File: config.mk
export PLATFORM = sky130hd
export DESIGN_NAME = loopback_frame_rewriter
export DESIGN_NICKNAME = d
export VERILOG_FILES = /design/src/hdl/lfr_pkg.sv /design/src/hdl/lfr_ram.sv /design/src/hdl/lfr_queue.sv /design/src/hdl/lfr_front.sv /design/src/hdl/lfr_back.sv /design/src/hdl/loopback_frame_rewriter.sv
export SDC_FILE = /design/constraint.sdc
export NUM_CORES = 1
export LEC_CHECK = 0
export BUFFER_PORTS_ARGS = -buffer_cell sky130_fd_sc_hd__buf_2
export CORE_UTILIZATION = 50
export CTS_CLUSTER_DIAMETER = 30
export DETAILED_ROUTE_END_ITERATION = 12
export GPL_TIMING_DRIVEN = 1
export MAX_ROUTING_LAYER = met4
export PLACE_DENSITY = 0.76
export SLEW_MARGIN = 20
export SYNTH_ARGS = -nofsm -noshare
export SYNTH_HDL_FRONTEND = slang
export SYNTH_HIERARCHICAL = 1
export SYNTH_SLANG_ARGS = --single-unit
File: constraint.sdc
create_clock -name i_clk -period 12.2 [get_ports i_clk]
set_clock_uncertainty 0.05 [all_clocks]
set_input_delay 1.83 -clock i_clk [delete_from_list [all_inputs] [get_ports i_clk]]
set_output_delay 1.83 -clock i_clk [all_outputs]
set_load 0.05 [all_outputs]
File: src/hdl/lfr_pkg.sv
package lfr_pkg;

    // Held-header counter width: the header span from the checksum field on is at most 50 bytes.
    localparam int CNT_W  = 6;
    // Frame positions saturate at 127; limits go up to 128.
    localparam int POS_W  = 7;
    localparam int LIM_W  = 8;
    // Command queue between front and back.
    localparam int QDEPTH = 4;
    localparam int QPTR_W = 2;

    typedef struct packed {
        logic [7:0] in_byte;
        logic       in_last;
    } t_in_item;

    typedef struct packed {
        logic [7:0] out_byte;
        logic       out_last;
    } t_out_item;

    // One queue entry: a plain byte, or a flush of the held header.
    // For a flush, data is the final checksum and cnt the number of bytes to send.
    typedef struct packed {
        logic             is_flush;
        logic [15:0]      data;
        logic [CNT_W-1:0] cnt;
        logic             last;
    } t_cmd;

endpackage

File: src/hdl/lfr_ram.sv
module lfr_ram #(
    parameter int WIDTH = 8,
    parameter int DEPTH = 50,
    parameter int AW    = $clog2(DEPTH)
) (
    input  logic             i_clk,
    input  logic             i_we,
    input  logic [AW-1:0]    i_waddr,
    input  logic [WIDTH-1:0] i_wdata,
    input  logic [AW-1:0]    i_raddr,
    output logic [WIDTH-1:0] o_rdata
);

    logic [WIDTH-1:0] r_mem [DEPTH];
    logic [WIDTH-1:0] r_rdata;

    always_ff @(posedge i_clk) begin
        if (i_we) begin
            r_mem[i_waddr] <= i_wdata;
        end
        r_rdata <= r_mem[i_raddr];
    end

    assign o_rdata = r_rdata;

endmodule

File: src/hdl/lfr_queue.sv
module lfr_queue (
    input  logic          i_clk,
    input  logic          i_rst_n,
    input  logic          i_push,
    input  lfr_pkg::t_cmd i_cmd,
    output logic          o_full,
    input  logic          i_pop,
    output lfr_pkg::t_cmd o_head,
    output logic          o_empty
);

    import lfr_pkg::*;

    localparam logic [QPTR_W:0] FULL_CNT = (QPTR_W+1)'(QDEPTH);

    t_cmd              r_mem [QDEPTH];
    logic [QPTR_W-1:0] r_wp;
    logic [QPTR_W-1:0] r_rp;
    logic [QPTR_W:0]   r_cnt;

    assign o_full  = (r_cnt == FULL_CNT);
    assign o_empty = (r_cnt == '0);
    assign o_head  = r_mem[r_rp];

    always_ff @(posedge i_clk) begin
        if (i_push) begin
            r_mem[r_wp] <= i_cmd;
        end
    end

    always_ff @(posedge i_clk) begin
        if (!i_rst_n) begin
            r_wp  <= '0;
            r_rp  <= '0;
            r_cnt <= '0;
        end else begin
            if (i_push) begin
                r_wp <= r_wp + 1'b1;
            end
            if (i_pop) begin
                r_rp <= r_rp + 1'b1;
            end
            if (i_push && !i_pop) begin
                r_cnt <= r_cnt + 1'b1;
            end else if (!i_push && i_pop) begin
                r_cnt <= r_cnt - 1'b1;
            end
        end
    end

endmodule

File: src/hdl/lfr_front.sv
module lfr_front #(
    parameter int MIN_FRAME  = 60,
    parameter int HOLD_DEPTH = 50,
    parameter int AW         = $clog2(HOLD_DEPTH)
) (
    input  logic              i_clk,
    input  logic              i_rst_n,
    input  logic [47:0]       i_local_mac,
    input  logic [47:0]       i_peer_mac,
    input  logic [31:0]       i_flip_mask,
    input  logic              i_in_valid,
    output logic              o_in_ready,
    input  lfr_pkg::t_in_item i_in,
    input  logic              i_q_full,
    output logic              o_q_push,
    output lfr_pkg::t_cmd     o_q_cmd,
    output logic              o_ram_we,
    output logic [AW-1:0]     o_ram_waddr,
    output logic [7:0]        o_ram_wdata
);

    import lfr_pkg::*;

    localparam logic [POS_W-1:0] POS_MAX     = 7'd127;
    localparam logic [POS_W-1:0] DST_MAC_END = 7'd6;
    localparam logic [POS_W-1:0] SRC_MAC_END = 7'd12;
    localparam logic [POS_W-1:0] HDR_START   = 7'd14;
    localparam logic [POS_W-1:0] CSUM_POS    = 7'd24;
    localparam logic [POS_W-1:0] CSUM_LO_POS = 7'd25;
    localparam logic [POS_W-1:0] SRC_IP_POS  = 7'd26;
    localparam logic [POS_W-1:0] DST_IP_POS  = 7'd30;
    localparam logic [POS_W-1:0] IP_END_POS  = 7'd34;
    localparam logic [3:0]       MIN_IHL     = 4'd5;
    localparam logic [2:0]       DST_MAC_LSB = 3'd5;
    localparam logic [3:0]       SRC_MAC_LSB = 4'd11;
    localparam logic [LIM_W-1:0] NO_LIMIT    = 8'd128;
    localparam logic [LIM_W-1:0] MIN_LIM     = LIM_W'(MIN_FRAME);
    localparam logic [CNT_W-1:0] HOLD_LIM    = CNT_W'(HOLD_DEPTH);

    function automatic logic [7:0] mac_byte(input logic [47:0] mac, input logic [2:0] idx);
        mac_byte = 8'(mac >> {idx, 3'b000});
    endfunction

    function automatic logic [7:0] mask_byte(input logic [31:0] mask, input logic [1:0] idx);
        mask_byte = 8'(mask >> {idx, 3'b000});
    endfunction

    logic [POS_W-1:0] r_pos;
    logic [3:0]       r_hw;
    logic [15:0]      r_sum;
    logic [7:0]       r_pend;
    logic [CNT_W-1:0] r_hcnt;
    logic             r_pad;
    logic [LIM_W-1:0] r_lim;

    logic [POS_W-1:0] q;
    logic [7:0]       b;
    logic [7:0]       v;
    logic             last_step;
    logic             adv;
    logic [LIM_W-1:0] pos_inc;
    logic [LIM_W-1:0] lim_first;
    logic [LIM_W-1:0] cur_lim;
    logic [LIM_W-1:0] lim_room;
    logic [3:0]       hw_new;
    logic [POS_W-1:0] hend;
    logic [POS_W-1:0] hend_eff;
    logic             in_hdr;
    logic             hold;
    logic             flush_now;
    logic             done;
    logic [16:0]      sum17;
    logic [15:0]      sum_fold;
    logic [CNT_W-1:0] hcnt_inc;
    logic [CNT_W-1:0] hcnt_cap;
    logic [CNT_W-1:0] fcnt;

    always_comb begin
        q         = r_pos;
        b         = r_pad ? 8'h00 : i_in.in_byte;
        last_step = r_pad || i_in.in_last;
        // padding runs on its own; new bytes wait until the frame is closed
        o_in_ready = !r_pad && !i_q_full;
        adv        = !i_q_full && (r_pad || i_in_valid);

        pos_inc   = {1'b0, r_pos} + 8'd1;
        lim_first = (pos_inc > MIN_LIM) ? pos_inc : MIN_LIM;
        cur_lim   = r_pad ? r_lim : (i_in.in_last ? lim_first : NO_LIMIT);

        v = b;
        if (q < DST_MAC_END) begin
            v = mac_byte(i_peer_mac, DST_MAC_LSB - q[2:0]);
        end else if (q < SRC_MAC_END) begin
            v = mac_byte(i_local_mac, 3'(SRC_MAC_LSB - q[3:0]));
        end

        hw_new = r_hw;
        if (q == HDR_START) begin
            hw_new = (b[3:0] < MIN_IHL) ? MIN_IHL : b[3:0];
        end
        hend     = (hw_new == 4'd0) ? '0 : HDR_START + {1'b0, hw_new, 2'b00};
        hend_eff = (hw_new == 4'd0) ? IP_END_POS : hend;
        in_hdr   = (q >= HDR_START) && (q < hend);

        if (in_hdr) begin
            if (q >= SRC_IP_POS && q < DST_IP_POS) begin
                v = v ^ mask_byte(i_flip_mask, ~2'(q - SRC_IP_POS));
            end else if (q >= DST_IP_POS && q < IP_END_POS) begin
                v = v ^ mask_byte(i_flip_mask, ~2'(q - DST_IP_POS));
            end else if (q == CSUM_POS || q == CSUM_LO_POS) begin
                v = 8'h00;
            end
        end

        // end-around carry folded back each word
        sum17    = {1'b0, r_sum} + {1'b0, r_pend, v};
        sum_fold = sum17[15:0] + {15'b0, sum17[16]};

        hold      = in_hdr && (q >= CSUM_POS);
        flush_now = hold && (q == hend - 7'd1);
        hcnt_inc  = r_hcnt + 1'b1;
        hcnt_cap  = (hcnt_inc < HOLD_LIM) ? hcnt_inc : HOLD_LIM;
        lim_room  = cur_lim - {1'b0, CSUM_POS};
        fcnt      = (LIM_W'(hcnt_cap) < lim_room) ? hcnt_cap : CNT_W'(lim_room);

        done = last_step && ((pos_inc == NO_LIMIT) ||
               ((pos_inc >= MIN_LIM) && (pos_inc >= {1'b0, hend_eff})));

        o_q_push         = adv && (flush_now || (!hold && ({1'b0, q} < cur_lim)));
        o_q_cmd.is_flush = flush_now;
        o_q_cmd.data     = flush_now ? ~sum_fold : {8'h00, v};
        o_q_cmd.cnt      = fcnt;
        o_q_cmd.last     = done;

        o_ram_we    = adv && hold && (r_hcnt < HOLD_LIM);
        o_ram_waddr = r_hcnt[AW-1:0];
        o_ram_wdata = v;
    end

    always_ff @(posedge i_clk) begin
        if (!i_rst_n) begin
            r_pos  <= '0;
            r_hw   <= '0;
            r_sum  <= '0;
            r_pend <= '0;
            r_hcnt <= '0;
            r_pad  <= 1'b0;
            r_lim  <= NO_LIMIT;
        end else if (adv) begin
            if (done) begin
                r_pos  <= '0;
                r_hw   <= '0;
                r_sum  <= '0;
                r_pend <= '0;
                r_hcnt <= '0;
                r_pad  <= 1'b0;
            end else begin
                r_pos <= (r_pos == POS_MAX) ? r_pos : r_pos + 1'b1;
                r_hw  <= hw_new;
                if (in_hdr) begin
                    if (q[0]) begin
                        r_sum <= sum_fold;
                    end else begin
                        r_pend <= v;
                    end
                end
                if (flush_now) begin
                    r_hcnt <= '0;
                end else if (hold) begin
                    r_hcnt <= hcnt_inc;
                end
                if (last_step) begin
                    r_pad <= 1'b1;
                    r_lim <= cur_lim;
                end
            end
        end
    end

endmodule

File: src/hdl/lfr_back.sv
module lfr_back #(
    parameter int HOLD_DEPTH = 50,
    parameter int AW         = $clog2(HOLD_DEPTH)
) (
    input  logic               i_clk,
    input  logic               i_rst_n,
    input  lfr_pkg::t_cmd      i_head,
    input  logic               i_empty,
    output logic               o_pop,
    output logic [AW-1:0]      o_ram_raddr,
    input  logic [7:0]         i_ram_rdata,
    output logic               o_out_valid,
    input  logic               i_out_ready,
    output lfr_pkg::t_out_item o_out
);

    import lfr_pkg::*;

    localparam logic [CNT_W-1:0] HOLD_LIM = CNT_W'(HOLD_DEPTH);
    localparam logic [CNT_W-1:0] CS_HI    = 6'd0;
    localparam logic [CNT_W-1:0] CS_LO    = 6'd1;

    logic             r_ov;
    logic [7:0]       r_ob;
    logic             r_ol;
    logic             r_fact;
    logic [CNT_W-1:0] r_fi;
    logic [CNT_W-1:0] r_fn;
    logic [15:0]      r_cs;
    logic             r_flast;

    logic             n_ov;
    logic [7:0]       n_ob;
    logic             n_ol;
    logic             n_fact;
    logic [CNT_W-1:0] n_fi;
    logic [CNT_W-1:0] n_fn;
    logic [15:0]      n_cs;
    logic             n_flast;
    logic             out_free;
    logic             fl_end;

    always_comb begin
        out_free = !r_ov || i_out_ready;
        fl_end   = (r_fi == r_fn - 1'b1);
        n_ov     = r_ov && !i_out_ready;
        n_ob     = r_ob;
        n_ol     = r_ol;
        n_fact   = r_fact;
        n_fi     = r_fi;
        n_fn     = r_fn;
        n_cs     = r_cs;
        n_flast  = r_flast;
        o_pop    = 1'b0;

        if (out_free) begin
            if (r_fact) begin
                n_ov = 1'b1;
                priority if (r_fi == CS_HI) begin
                    n_ob = r_cs[15:8];
                end else if (r_fi == CS_LO) begin
                    n_ob = r_cs[7:0];
                end else begin
                    n_ob = i_ram_rdata;
                end
                n_ol = r_flast && fl_end;
                n_fi = r_fi + 1'b1;
                if (fl_end) begin
                    n_fact = 1'b0;
                end
            end else if (!i_empty) begin
                o_pop = 1'b1;
                n_ov  = 1'b1;
                if (i_head.is_flush) begin
                    // checksum high byte goes out at once
                    n_ob    = i_head.data[15:8];
                    n_ol    = i_head.last && (i_head.cnt == CS_LO);
                    n_fi    = CS_LO;
                    n_fn    = i_head.cnt;
                    n_cs    = i_head.data;
                    n_flast = i_head.last;
                    n_fact  = (i_head.cnt != CS_LO);
                end else begin
                    n_ob = i_head.data[7:0];
                    n_ol = i_head.last;
                end
            end
        end

        // read one ahead so the data lines up with r_fi
        o_ram_raddr = (n_fi < HOLD_LIM) ? n_fi[AW-1:0] : '0;
    end

    always_ff @(posedge i_clk) begin
        if (!i_rst_n) begin
            r_ov   <= 1'b0;
            r_fact <= 1'b0;
            r_fi   <= '0;
        end else begin
            r_ov   <= n_ov;
            r_fact <= n_fact;
            r_fi   <= n_fi;
        end
    end

    always_ff @(posedge i_clk) begin
        r_ob    <= n_ob;
        r_ol    <= n_ol;
        r_fn    <= n_fn;
        r_cs    <= n_cs;
        r_flast <= n_flast;
    end

    assign o_out_valid    = r_ov;
    assign o_out.out_byte = r_ob;
    assign o_out.out_last = r_ol;

endmodule

File: src/hdl/loopback_frame_rewriter.sv
// A pass-through byte goes from the input through the command queue into the output
// register, which presents it on the output.
// Throughput while the queue has room and the receiver is ready: one byte per cycle in
// and out; the held header (checksum field to header end) drains from RAM at one byte
// per cycle, and a short frame is padded at one byte per cycle while the input is stalled.
// Reset (synchronous, active low) returns the frame state, queue and output stage to empty
// and the registers to their defaults; the held-header RAM needs no clearing.
module loopback_frame_rewriter #(
    parameter int MIN_FRAME  = 60,
    parameter int HOLD_DEPTH = 50
) (
    input  logic               i_clk,
    input  logic               i_rst_n,
    // frame input
    input  logic               i_in_valid,
    output logic               o_in_ready,
    input  lfr_pkg::t_in_item  i_in_data,
    // frame output
    output logic               o_out_valid,
    input  logic               i_out_ready,
    output lfr_pkg::t_out_item o_out_data,
    // register port
    input  logic               psel,
    input  logic               penable,
    input  logic               pwrite,
    input  logic [4:0]         paddr,
    input  logic [63:0]        pwdata,
    output logic [63:0]        prdata,
    output logic               pready
);

    import lfr_pkg::*;

    localparam int RAM_AW = $clog2(HOLD_DEPTH);

    // Register map, 8-byte stride
    localparam logic [1:0] REG_LOCAL_MAC = 2'd0;
    localparam logic [1:0] REG_PEER_MAC  = 2'd1;
    localparam logic [1:0] REG_FLIP_MASK = 2'd2;

    localparam logic [47:0] LOCAL_MAC_RST = 48'h00534E554C30;
    localparam logic [47:0] PEER_MAC_RST  = 48'h00534E554C31;
    localparam logic [31:0] FLIP_MASK_RST = 32'h00000100;

    logic [47:0] r_local_mac;
    logic [47:0] r_peer_mac;
    logic [31:0] r_flip_mask;

    logic [1:0]  reg_idx;
    logic        reg_wr;

    // ------------------------------------------------------------------
    // Register port. No wait states; a write lands in the access phase.
    // An address past the last register is ignored on write, reads as zero.
    // ------------------------------------------------------------------
    assign pready  = 1'b1;
    assign reg_idx = paddr[4:3];
    assign reg_wr  = psel && penable && pwrite;

    always_ff @(posedge i_clk) begin
        if (!i_rst_n) begin
            r_local_mac <= LOCAL_MAC_RST;
            r_peer_mac  <= PEER_MAC_RST;
            r_flip_mask <= FLIP_MASK_RST;
        end else if (reg_wr) begin
            unique case (reg_idx)
                REG_LOCAL_MAC: r_local_mac <= pwdata[47:0];
                REG_PEER_MAC:  r_peer_mac  <= pwdata[47:0];
                REG_FLIP_MASK: r_flip_mask <= pwdata[31:0];
                default: ;
            endcase
        end
    end

    always_comb begin
        unique case (reg_idx)
            REG_LOCAL_MAC: prdata = {16'h0000, r_local_mac};
            REG_PEER_MAC:  prdata = {16'h0000, r_peer_mac};
            REG_FLIP_MASK: prdata = {32'h00000000, r_flip_mask};
            default:       prdata = '0;
        endcase
    end

    // ------------------------------------------------------------------
    // Front: walks frame positions one per unstalled cycle (input bytes,
    // then pad bytes after the last one), rewrites MACs and IPv4 addresses,
    // keeps the running header checksum, parks header bytes from the
    // checksum field on in the RAM, and queues a byte or a flush command.
    // ------------------------------------------------------------------
    logic        q_full;
    logic        q_push;
    t_cmd        q_cmd;
    logic        q_pop;
    t_cmd        q_head;
    logic        q_empty;

    logic              ram_we;
    logic [RAM_AW-1:0] ram_waddr;
    logic [7:0]        ram_wdata;
    logic [RAM_AW-1:0] ram_raddr;
    logic [7:0]        ram_rdata;

    lfr_front #(
        .MIN_FRAME  (MIN_FRAME),
        .HOLD_DEPTH (HOLD_DEPTH),
        .AW         (RAM_AW)
    ) u_front (
        .i_clk       (i_clk),
        .i_rst_n     (i_rst_n),
        .i_local_mac (r_local_mac),
        .i_peer_mac  (r_peer_mac),
        .i_flip_mask (r_flip_mask),
        .i_in_valid  (i_in_valid),
        .o_in_ready  (o_in_ready),
        .i_in        (i_in_data),
        .i_q_full    (q_full),
        .o_q_push    (q_push),
        .o_q_cmd     (q_cmd),
        .o_ram_we    (ram_we),
        .o_ram_waddr (ram_waddr),
        .o_ram_wdata (ram_wdata)
    );

    // Short command queue: the front keeps taking bytes while the back
    // drains a held header, until the queue fills. Its depth is well under
    // the 24 positions before the next frame's header writes, so the RAM
    // read side never sees an entry overwritten before it is sent.
    lfr_queue u_queue (
        .i_clk   (i_clk),
        .i_rst_n (i_rst_n),
        .i_push  (q_push),
        .i_cmd   (q_cmd),
        .o_full  (q_full),
        .i_pop   (q_pop),
        .o_head  (q_head),
        .o_empty (q_empty)
    );

    // Held header bytes; written by the front, read back by the flush.
    lfr_ram #(
        .WIDTH (8),
        .DEPTH (HOLD_DEPTH),
        .AW    (RAM_AW)
    ) u_hold_ram (
        .i_clk   (i_clk),
        .i_we    (ram_we),
        .i_waddr (ram_waddr),
        .i_wdata (ram_wdata),
        .i_raddr (ram_raddr),
        .o_rdata (ram_rdata)
    );

    // ------------------------------------------------------------------
    // Back: pops commands into the output register; a flush sends the new
    // checksum then the held bytes. The output register decouples the
    // downstream stall from the queue.
    // ------------------------------------------------------------------
    lfr_back #(
        .HOLD_DEPTH (HOLD_DEPTH),
        .AW         (RAM_AW)
    ) u_back (
        .i_clk       (i_clk),
        .i_rst_n     (i_rst_n),
        .i_head      (q_head),
        .i_empty     (q_empty),
        .o_pop       (q_pop),
        .o_ram_raddr (ram_raddr),
        .i_ram_rdata (ram_rdata),
        .o_out_valid (o_out_valid),
        .i_out_ready (i_out_ready),
        .o_out       (o_out_data)
    );

endmodule

==> impl_metrics.yaml <==
outcome:
  status: "finished, final reports clean"
route:
  wl_per_cell_um: 22.5
  dr.pass1.iters: 6
  totalWireLength_um: 84900
  route.vias.total: 22802
  drc: 0
  ant_nets: 0
  vias_per_cell: 6.04
  drt_iter0_drc: 2226
setup_path:
  start_kind: "input pin"
  critPathSlowestCell: "nand2b_1"
  crit_start: "i_in_data[4]"
  cp.required_ns: 12.59
  slowest_delay_ns: 0.62
  rr_worst_depth: 31
  critical-path-top-delay-family: "simple AND/OR/NAND/NOR gates"
  worstSetupPathDepth: 31
  worstReg2RegEnd: "u_queue/r_mem[0][22]$_DFFE_PP_"
  r2r_start: "u_front/q[2]$_SDFFE_PN0P_"
  critPathKind: "input pin to flip-flop"
  endpoint: "u_queue/r_mem[0][22]$_DFFE_PP_"
  r2r_slack_ns: 3.18
  crit_path_frequent_cell: "nand3_1"
  cp-end-kind: "flip-flop"
  path_buf_inv: 2
  critical_path_arrival_ns: 9.46
  path_max_fanout: 54
yosys:
  synth_edf_count: 528
  synth_seq_area_share: 0.583
  yosysUniqueCellTypes: 98
  syn_avg_cell_area_um2: 12.9
  synth_seq_cells: 731
  yosys_warnings: 6
  synth_area_um2: 34200
  synthArstFlopShare: 0
  synth_flop_cell: "edfxtp_1"
  synthCells: 2645
cts:
  cts_tree: "built"
  cts_hold_buffers: 0
  clock-sinks: 731
  ctsHtreeMaxLevel: 4
  clkTransAtPathRegs_ns: 0.05
  cts_setup_buffers: 0
  cts_made_buffers: 133
  cts.path.max_buffers: 3
  clock-root-buffer: "clkbuf_16"
  clk-insertion-delay-late_ns: 0.73
  post_cts_resized: 0
floorplanning:
  die_x_um: 263
  rows: 95
  start_util: 0.507
  coreArea_um2: 67400
  die_h_um: 263
  die-area_um2: 69400
  io_pins: 161
place:
  place_inst: 3524
  post-dp-hpwl_um: 52500
  gp_congestion: 0.894
  place.port_buffers: 124
power:
  p_per_area_nw_per_um2: 215
  vdd_drop_max_uv: 239
  p_leak_nw: 14.5
layout:
  drive_above_1_share: 0.192
  fin_util: 0.593
  final_cells: 3774
  final_nets: 2933
  syn2layout_area_growth_pct: 17.1
global_route:
  grt_antenna_before_repair: 3
  grt_pass1_wl_um: 132000
  globalRouteOverflowTotal: 0
  grt_pass1_vias: 23204
  grt_max_degree: 123
  grt_usage: 0.253
worst_hold_path:
  hp-class: "flip-flop to flip-flop"
  whs_path_depth: 2
sta:
  period_share: 0.743
  period_minus_slack_ns: 9.07
  fin_setup_tns_ns: 0
  rsz0062_at_grt: "false"
  max_freq_mhz: 110
  report.final.slew_viol_count: 0
  setup_viol: 0
  slew_headroom: 0.283
  tightest_slew_ns: 1.08
  final-hold-violation-count: 0
flow_run:
  cap_violations: 0
logic make-up after synthesis:
| logic type | after synthesis | share of synthesized area |
|---|---|---|
| AOI/OAI and AO/OA | 363 | 0.0736 |
| xor gates and xnor gates | 55 | 0.0143 |
| adders and majority gates | 62 | 0.0232 |
| buffers and inverters | 211 | 0.0347 |
| DFF | 731 | 0.583 |
| muxes | 463 | 0.165 |
| other | 2 | 0.000220 |
| and+or+nand+nor | 758 | 0.106 |
layout make-up:
cell class                      instances  area [µm²]
Timing Repair Buffer                  163         932
Antenna cell                            3        7.51
Tap cell                              873        1090
Fill cell                            4942       27400
Sequential cell                       731       19900
Clock buffer                          150        3430
Clock inverter                         97        1190
Inverter                               39         146
Multi-Input combinational cell       1718       13300
flip-flops by register name, summed over array words and instances, names as in the netlist, 3 cells and up, named ones only:
name	cells
u_hold_ram/r_mem	400
u_queue/r_mem	96
r_local_mac	48
r_peer_mac	48
r_flip_mask	32
u_back/r_cs	16
u_front/r_sum	16
u_back/r_ob	8
u_front/r_lim	8
u_front/r_pend	8
u_hold_ram/o_rdata	8
u_front/q	7
u_back/r_fi	6
u_back/r_fn	6
u_front/o_ram_waddr	6
u_front/r_hw	4
u_queue/r_cnt	3
placed cells by master, fill, tap and decap left out, types with 11 or more instances in the layout:
| cell | count |
|---|---|
| dfxtp_1 | 202 |
| clkinvlp_4 | 11 |
| nor2b_1 | 67 |
| mux4_2 | 72 |
| a31oi_1 | 15 |
| or2_2 | 11 |
| a22o_1 | 30 |
| ha_1 | 60 |
| mux2i_1 | 361 |
| nor2_1 | 181 |
| inv_6 | 25 |
| buf_4 | 38 |
| nor3_1 | 42 |
| a21oi_1 | 92 |
| a22oi_1 | 46 |
| clkbuf_1 | 13 |
| bufinv_16 | 12 |
| nand3_1 | 43 |
| edfxtp_1 | 528 |
| xnor2_1 | 23 |
| a21o_1 | 12 |
| inv_1 | 36 |
| nand2b_1 | 13 |
| clkinv_2 | 17 |
| xor2_1 | 31 |
| nand2_1 | 286 |
| o21ai_0 | 61 |
| clkbuf_16 | 133 |
| conb_1 | 17 |
| and2_1 | 20 |
| mux2_2 | 26 |
| buf_2 | 123 |
Yosys cell counts (6+ instances only):
master    number  area, µm²
nand3_1       43        215
a22oi_1       46        345
and2_1        20        125
xnor2_1       23        201
a311oi_1       9       78.8
mux2_2        26        293
buf_2         36        180
buf_6         15        169
clkbuf_1      65        244
nor3_1        43        215
or3_1          6       37.5
a31oi_1       15       93.8
a22o_1        30        263
o21a_1         7       52.6
mux2i_1      361       3610
or2_2         11       68.8
o22ai_1       16        100
a21oi_1       92        460
nand2b_1      13       81.3
buf_4         48        360
nand4_1        7       43.8
o21ai_0       61        305
nor3b_1        9       67.6
xor2_1        31        272
and3b_1        6       52.6
inv_1         36        135
nor2b_1       70        438
and3_1         7       43.8
ha_1          60        751
dfxtp_1      203       4060
nor4_1         8       50.1
nor2_1       184        691
nand2_1      286       1070
a21o_1        12       90.1
o211a_1        9       90.1
a211oi_1      10       75.1
nand3b_1       7       52.6
mux4_2        72       1620
edfxtp_1     528      15900
routing by layer:
| metal | global-route usage | share of wire |
|---|---|---|
| met2 | 0.402 | 0.49 |
| met1 | 0.312 | 0.40 |
| met5 | - | 0 |
| met3 | 0.0490 | 0.075 |
| met4 | 0.119 | 0.039 |
through the flow:
stage                     worst slack [ns]  power [mW]  hold WS, ns  instance area [µm²]
final                                 3.13        8.59        0.415                40000
after global routing                  2.51        8.89        0.438                40000
after CTS                             3.31        8.64        0.414                40000
after detailed placement              2.65        4.90        0.408                35400
after global placement                2.74        4.84        0.401                35400
after floorplan                       2.60        4.47        0.386                34200
tightest hold or removal path, cell delays in order, from the launching register on:
cell	delay [ns]
dfxtp_1	0.31
nand2_1	0.05
a21oi_1	0.05
worst min-delay path by stage:
stage                                              from                             to  slack, ns
final                     u_front/r_lim[2]$_SDFFE_PN0P_  u_front/r_lim[2]$_SDFFE_PN0P_       0.41
after global routing      u_front/r_lim[2]$_SDFFE_PN0P_  u_front/r_lim[2]$_SDFFE_PN0P_       0.44
after CTS                 u_front/r_lim[2]$_SDFFE_PN0P_  u_front/r_lim[2]$_SDFFE_PN0P_       0.41
after detailed placement  u_front/r_lim[5]$_SDFFE_PN0P_  u_front/r_lim[5]$_SDFFE_PN0P_       0.41
after global placement    u_front/r_lim[2]$_SDFFE_PN0P_  u_front/r_lim[2]$_SDFFE_PN0P_       0.40
after floorplan           u_front/r_lim[5]$_SDFFE_PN0P_  u_front/r_lim[5]$_SDFFE_PN0P_       0.39
where the power goes:
group / internal, mW / switching [mW] / total (mW)
logic: 0.703 / 1.13 / 1.83
registers: 2.96 / 0.0827 / 3.04
clock network: 2.35 / 1.37 / 3.72
Note: power is estimated with default switching activity, not from simulation.
